[src/rtl/soc_ram.sv]
// Generic single-write, single-read RAM with a registered read port.
module soc_ram #(
  parameter int WIDTH = 64,
  parameter int DEPTH = 16
) (
  input  logic                                      clk,
  input  logic                                      we,
  input  logic [((DEPTH > 1) ? $clog2(DEPTH) : 1)-1:0] waddr,
  input  logic [WIDTH-1:0]                          wdata,
  input  logic [((DEPTH > 1) ? $clog2(DEPTH) : 1)-1:0] raddr,
  output logic [WIDTH-1:0]                          rdata
);

  logic [WIDTH-1:0] mem [DEPTH];

  always_ff @(posedge clk) begin
    if (we) begin
      mem[waddr] <= wdata;
    end
    rdata <= mem[raddr];
  end

endmodule

[config.mk]
export PLATFORM = sky130hd
export DESIGN_NAME = soc_ram
export DESIGN_NICKNAME = d
export VERILOG_FILES = /design/src/rtl/soc_ram.sv
export SDC_FILE = /design/constraint.sdc
export NUM_CORES = 1
export LEC_CHECK = 0
export BUFFER_PORTS_ARGS = -buffer_cell sky130_fd_sc_hd__buf_4
export CAP_MARGIN = 20
export CORE_MARGIN = 10
export CORE_UTILIZATION = 45
export CTS_CLUSTER_SIZE = 10
export DETAILED_ROUTE_END_ITERATION = 10
export PLACE_DENSITY = 0.71
export SETUP_SLACK_MARGIN = 0.1
export SLEW_MARGIN = 20
export SYNTH_ARGS = -nofsm -noshare
export SYNTH_HDL_FRONTEND = slang
export SYNTH_SLANG_ARGS = --single-unit
export TNS_END_PERCENT = 100
[constraint.sdc]
create_clock -name clk -period 16.53 [get_ports clk]
set_clock_uncertainty 0.15 [all_clocks]
set_input_delay 2.4795 -clock clk [delete_from_list [all_inputs] [get_ports clk]]
set_output_delay 2.4795 -clock clk [all_outputs]
set_load 0.05 [all_outputs]
# After elaboration in Yosys (flattened, before gate mapping)
# Memory sizes are Yosys's and may differ from the RTL's. A register that Yosys moved wholly into a read port is not among the register bits.
# Cells that the tools add are included.
[classes]
n_mux = 2
[op_table]
columns = ["op", "n"]
rows = [
  ["$mux 1", 2],
]
[totals]
ramBits = 1024
wordCells = 3
output_inout_bits = 64
mem_count = 1
regBits = 0
[memory_table]
columns = ["memory", "depth", "width", "read_ports", "rd_ports_with_merged_regs", "wr", "line_no", "rtl"]
rows = [
  ["mem", 16, 64, 1, 1, 1, "14", "logic [WIDTH-1:0] mem [DEPTH];"],
]

# Depth between registers and ports, before layout
# Gate-level depths: netlist of the first run.
[depth]
word_depth = 2
depth_mapped = 6
ltp_nobuf = 3

# Worst setup path before layout of the first run
# OpenSTA, ideal clock, no wires.
[synth_path]
path_type = "in2reg"
start = "in waddr[2] (netlist name)"
end = "mem mem[0][0], enable pin"
path_slack_ns = 8.472
required_time_ns = 15.815
n_path_buf = 0
setup_ns = 0.565
arrival_time_ns = 7.343
path_stages = 2
path_cell_list = "or3b_2 -> nor3_1"
[synth_lines]
columns = ["element", "line_no", "rtl"]
rows = [
  ["from (decl)", "8", "input logic [((DEPTH > 1) ? $clog2(DEPTH) : 1)-1:0] waddr,"],
  ["to (decl)", "14", ""],
]
# No word-level cell before the write port.

==> results of run 1 <==
## per-stage QoR
stage / cells / setup WS (ns)
floorplan: 1647 / 8.47
global placement: 2896 / 10.33
detailed placement: 2896 / 10.26
CTS: 3121 / 10.98
global route: 3124 / 10.69
finish: 3125 / 11.18
## layer usage
layer	up-vias	GRT usage	routed length, microns
li1	7501	-	-
met3	170	0.0396	7730
met2	848	0.293	45000
met5	-	0	102
met1	9758	0.233	34100
met4	16	0.0589	2190
## synthesized netlist by cell type
| library cell | instances | area, sq um |
|---|---|---|
| nor2_1 | 13 | 48.8 |
| edfxtp_1 | 1024 | 30700 |
| buf_4 | 6 | 45.0 |
| nand2_1 | 65 | 244 |
| nand3b_1 | 2 | 15.0 |
| mux4_2 | 256 | 5770 |
| nor2b_1 | 2 | 12.5 |
| nor3_1 | 4 | 20.0 |
| buf_1 | 16 | 60.1 |
| buf_2 | 13 | 65.1 |
| nand3_1 | 1 | 5.00 |
| buf_6 | 13 | 146 |
| dfxtp_1 | 64 | 1280 |
| clkbuf_1 | 36 | 135 |
| and2_1 | 1 | 6.26 |
| nand2b_1 | 2 | 12.5 |
| a22oi_1 | 128 | 961 |
| or3b_2 | 1 | 8.76 |
## worst register-to-register path: stages, from the launching register on
cell      delay [ns]
edfxtp_1        0.37
mux4_2          0.50
a22oi_1         0.22
nand2_1         0.16
## how the worst max path moves through the flow
stage	slack, ns	to	from	cells past startpoint
detailed placement	10.26	rdata[47]$_DFF_P_	raddr[0]	6
floorplan	8.47	mem[0][0]$_DFFE_PP_	waddr[2]	2
CTS	10.98	rdata[55]$_DFF_P_	raddr[0]	6
global route	10.69	rdata[49]$_DFF_P_	raddr[0]	6
finish	11.18	rdata[58]$_DFF_P_	raddr[0]	6
global placement	10.33	rdata[56]$_DFF_P_	raddr[0]	6
## power by group
part / internal, mW / switching, mW
sequential: 3.09 / 0.0229
clock: 1.37 / 1.01
combinational: 0.122 / 0.215
## kinds of logic (layout without fill, tap and decap cells)
family,after synthesis,count (layout),share of synthesized area
simple gates,91,91,0.00942
compound gates,128,128,0.0243
buf+inv,84,403,0.0114
flops,1088,1088,0.809
mux,256,256,0.146
other cells,0,4,0
## sequential cells by signal, indices dropped and copies added (netlist names)
name	cells
rdata	64
mem	1024
## cell type report
| cell class | instances | area, sq um | share of cell area |
|---|---|---|---|
| antenna | 4 | 10.0 | 0.000220 |
| clock buffer | 218 | 3400 | 0.0746 |
| clock inverter | 7 | 90.1 | 0.00198 |
| tap | 1155 | 1450 | 0.0317 |
| timing repair buffer | 178 | 1360 | 0.0297 |
| sequential | 1088 | 32000 | 0.703 |
| multi-input combinational | 475 | 7230 | 0.159 |
==> impl_metrics.csv, run 1 <==
group,metric,value,unit
worst_setup_path,reg2reg_depth,3,
worst_setup_path,critical-path-top-delay-family,"buffers and inverters",
worst_setup_path,rrSetupSlack,14.99,ns
worst_setup_path,cp.arrival,5.75,ns
placed_design,portBuffers,137,
clock_network,clk_pin_slew_worst_paths,0.06,ns
floorplanning,ios,138,
floorplanning,initial_core_util,0.455,
synthesis,syn_area,39600,sq um
worst_setup_path,cp_common_cell,"buf_4",
synthesis,syn_nets,1721,
sta,fmax,187,MHz
finish,layout.cells.most_common,"edfxtp_1",
clock_network,clk-insertion-delay-late,0.69,ns
sta,relSlewSlack,0.244,
worst_setup_path,cpPeakStageDelay,0.87,ns
worst_setup_path,critical_path_class,"in -> reg",
finish,design_area,45600,sq um
floorplanning,fp.dieH,317,microns
drt,drt-pass1-iter-count,5,
pwr,p_per_area,128,nW/um^2
worst_setup_path,crit_path_max_fanout,71,
worst_setup_path,start_kind,"primary input",
global_route,grt-ovfl-total,0,
floorplanning,core,87000,sq um
clock_network,cts_buffers,119,
sta,rsz0062_at_grt,"no",
placed_design,place.gp.congestion,0.707,
synthesis,ys_ff_latch,1088,
finish,fin_util,0.524,
placed_design,dp_hpwl,42700,microns
synthesis,ys_warn_count,0,
synthesis,synth.avg_cell_area,24.0,sq um
global_route,grt_start_max_net_pins,116,
pwr,leakagePower,14.5,nW
drt,drc,0,
global_route,antenna_found_initial,11,
drt,dr_total_vias,18293,
drt,drt-initial-drc-count,1851,
worst_setup_path,rr_endpoint,"rdata[51]$_DFF_P_",
clock_network,clockBufferDepth,3,
global_route,grt_pass1_wl,130000,microns
worst_setup_path,path_buf_inv,3,
worst_setup_path,endpoint_kind,"flop",
sta,slew_violations,0,
clock_network,postCtsSetupRepairBufs,0,
drt,viasPerCell,5.85,
global_route,grt_usage,0.178,
worst_setup_path,path_cells,"buf_8, buf_4, buf_4, mux4_2, a22oi_1, nand2_1",
status,status,"completed",
synthesis,seq_area_frac_synth,0.809,
finish,nets,1936,
clock_network,cts_tree,"built",
min_path,holdPathEnd,"rdata[61]$_DFF_P_",
finish,area_growth,15.1,%
synthesis,yosysUniqueCellTypes,18,
worst_setup_path,cp_slowest_cell,"buf_4",
sta,fin_crit_sh,0.324,
pwr,power.total,5.82,mW
floorplanning,die_x,317,microns
synthesis,synth_cells,1647,
clock_network,root_buffer,"clkbuf_16",
min_path,hp-start,"mem[6][61]$_DFFE_PP_",
finish,drive_gt1_frac,0.297,
clock_network,clock_sinks,1088,
sta,final.setup.tns,0,ns
clock_network,cts_hold_buf,0,
finish,nFillCells,6566,
pwr,vdd_drop_max,0.0000918,V
drt,totalWireLength,89100,microns
clock_network,ctsResizeCount,0,
floorplanning,row_count,108,
worst_setup_path,reg2reg_from,"mem[3][51]$_DFFE_PP_",
sta,hold_violations,0,
min_path,hold_path_depth,3,
drt,final_antenna_net_count,0,
drt,routedWlPerCell,28.5,microns
clock_network,htree_levels,3,
sta,hold_slack,0.515,ns
min_path,min_path_type,"reg -> reg",
sta,setup_viol_count_final,0,
sta,worst_pin_slew,1.13,ns
sta,period_minus_slack,5.35,ns
worst_setup_path,worstPathRequired,16.93,ns
finish,final_cell_mix,"edfxtp_1, mux4_2, buf_4",
run,drv_cap,0,
global_route,first_global_vias,19188,
floorplanning,die-area,100000,sq um
placed_design,place_area,42100,sq um
No activity file was read; power rests on OpenSTA's default activity.
==> run 2, diff against run 1 <==
clock period = 5.5 ns   (was 16.53 ns; I/O delays follow)
==> impl_metrics.csv, run 2 (synthesis results as in run 1) <==
group,metric,value,unit
floorplanning,row_count,108,
finish,top_regs,"mem: 1024 flops, rdata: 64 flops",
floorplanning,ios,138,
sta,fin_ws,2.82,ns
floorplanning,fp.dieH,317,microns
drt,final_antenna_net_count,0,
clock_network,clockBufferDepth,3,
pwr,power.internal,13.8,mW
pwr,p_per_area,382,nW/um^2
pwr,sequentialPowerShare,0.535,
drt,totalWireLength,86900,microns
sta,slew_violations,0,
clock_network,cts_tree,"built",
clock_network,ctsResizeCount,0,
drt,viasPerCell,5.77,
sta,hold_violations,0,
floorplanning,core,87000,sq um
sta,final.setup.tns,0,ns
sta,rsz0062_at_grt,"no",
placed_design,place.gp.congestion,0.717,
drt,drt-pass1-iter-count,5,
sta,relSlewSlack,0.298,
worst_setup_path,worstPathRequired,5.63,ns
pwr,switching_share,0.210,
worst_setup_path,critical_path_class,"in -> reg",
sta,period_minus_slack,2.68,ns
min_path,min_path_type,"in -> reg",
sta,fin_crit_sh,0.488,
clock_network,clock_sinks,1088,
placed_design,portBuffers,137,
pwr,power_frac_clock,0.406,
global_route,grt_util_met3,0.0373,
global_route,grt_use_met1,0.243,
clock_network,cts_hold_buf,0,
global_route,grt-ovfl-total,0,
pwr,p_sw,3.67,mW
finish,area_growth,15.6,%
global_route,grt_usage,0.174,
drt,drc,0,
global_route,grt_pass1_wl,129000,microns
finish,largest_register_ffs,1024,
drt,drt-initial-drc-count,2000,
placed_design,dp_hpwl,42400,microns
pwr,pwr-share-comb,0.059,
clock_network,clk-insertion-delay-late,0.65,ns
finish,final_cell_mix,"edfxtp_1, mux4_2, buf_4",
finish,drive_gt1_frac,0.295,
global_route,grt_start_max_net_pins,86,
global_route,first_global_vias,19208,
clock_network,clk_pin_slew_worst_paths,0.05,ns
worst_setup_path,start_kind,"primary input",
drt,dr_total_vias,18011,
worst_setup_path,crit_path_max_fanout,27,
worst_setup_path,cp.arrival,2.81,ns
drt,routedWlPerCell,27.8,microns
finish,nets,1933,
run,drv_cap,0,
finish,regMostFlops,"mem",
clock_network,cts_buffers,119,
global_route,busiest_layer,"met2",
global_route,antenna_found_initial,11,
finish,layout.cells.most_common,"edfxtp_1",
sta,setup_viol_count_final,0,
sta,fmax,373,MHz
clock_network,htree_levels,3,
floorplanning,die_x,317,microns
floorplanning,initial_core_util,0.455,
pwr,vdd_drop_max,0.000269,V
floorplanning,die-area,100000,sq um
status,status,"completed",
pwr,leakagePower,14.6,nW
clock_network,root_buffer,"clkbuf_16",
finish,nFillCells,6588,
placed_design,post-place-ws,2.16,ns
global_route,grtUsageMet2,0.279,
worst_setup_path,endpoint_kind,"flop",
sta,worst_pin_slew,1.05,ns
clock_network,postCtsSetupRepairBufs,0,
run 2: cell types whose count changed in the layout (fill, tap and decap cells not counted), moves of 2 or more:
cell / previous run / this run
clkbuf_1: 95 / 99
clkinv_8: 3 / 1
buf_4: 175 / 155
clkbuf_8: 3 / 0
clkbuf_16: 120 / 122
nor3_4: 0 / 4
nor3_2: 4 / 0
clkinv_2: 0 / 2
buf_12: 0 / 18
diode_2: 4 / 2
run 2: final cells by class:
type / count / area, sq um / share of cell area
Antenna cell: 2 / 5.00 / 0.000109
Clock buffer: 221 / 3420 / 0.0748
Clock inverter: 5 / 43.8 / 0.000957
Multi-Input combinational cell: 475 / 7260 / 0.159
Sequential cell: 1088 / 32000 / 0.700
Tap cell: 1155 / 1450 / 0.0316
Timing Repair Buffer: 175 / 1550 / 0.0340
run 2: power by group through the flow:
stage	Combinational, mW	Sequential, mW	Clock (mW)
after global placement	1.02	9.51	0
after global routing	1.10	9.36	7.56
after detailed placement	1.04	9.52	0
after CTS	1.04	9.35	7.21
final	1.03	9.34	7.09
after floorplan	0.442	9.69	0
run 2: routing by layer:
metal / vias to the layer above / share of wire
met2: 743 / 0.49
met4: 16 / 0.017
met1: 9634 / 0.41
met5: - / 0.0013
met3: 126 / 0.081
li1: 7492 / -
run 2: path summary, 6_finish.rpt:
path                                            start                    end  slack (ns)  depth (start not counted)
worst min register to register  mem[15][24]$_DFFE_PP_      rdata[24]$_DFF_P_        0.51                          3
worst max register to register   mem[3][53]$_DFFE_PP_      rdata[53]$_DFF_P_        3.94                          3
worst min-delay path                        wdata[12]   mem[1][12]$_DFFE_PP_        0.31                          1
worst max-delay path                         waddr[2]  mem[10][26]$_DFFE_PP_        2.82                          4
run 2: per-stage QoR:
| stage | utilization | cell area (sq um) | hold slack [ns] | cells | total power [mW] |
|---|---|---|---|---|---|
| 2_1_floorplan | - | 39600 | 0.485 | 1647 | 10.1 |
| 3_3_place_gp | 0.486 | 42300 | 0.501 | 2893 | 10.5 |
| 3_5_place_dp | 0.486 | 42300 | 0.513 | 2893 | 10.6 |
| 4_1_cts | 0.526 | 45800 | 0.270 | 3119 | 17.6 |
| 5_1_grt | 0.526 | 45800 | 0.292 | 3120 | 18.0 |
| 6_report | 0.526 | 45800 | 0.309 | 3121 | 17.5 |
run 2: critical path, cell delays in order:
cell and delay [ns]:
buf_4 0.12, nand3b_1 0.43, nor2_4 0.78, buf_4 0.62
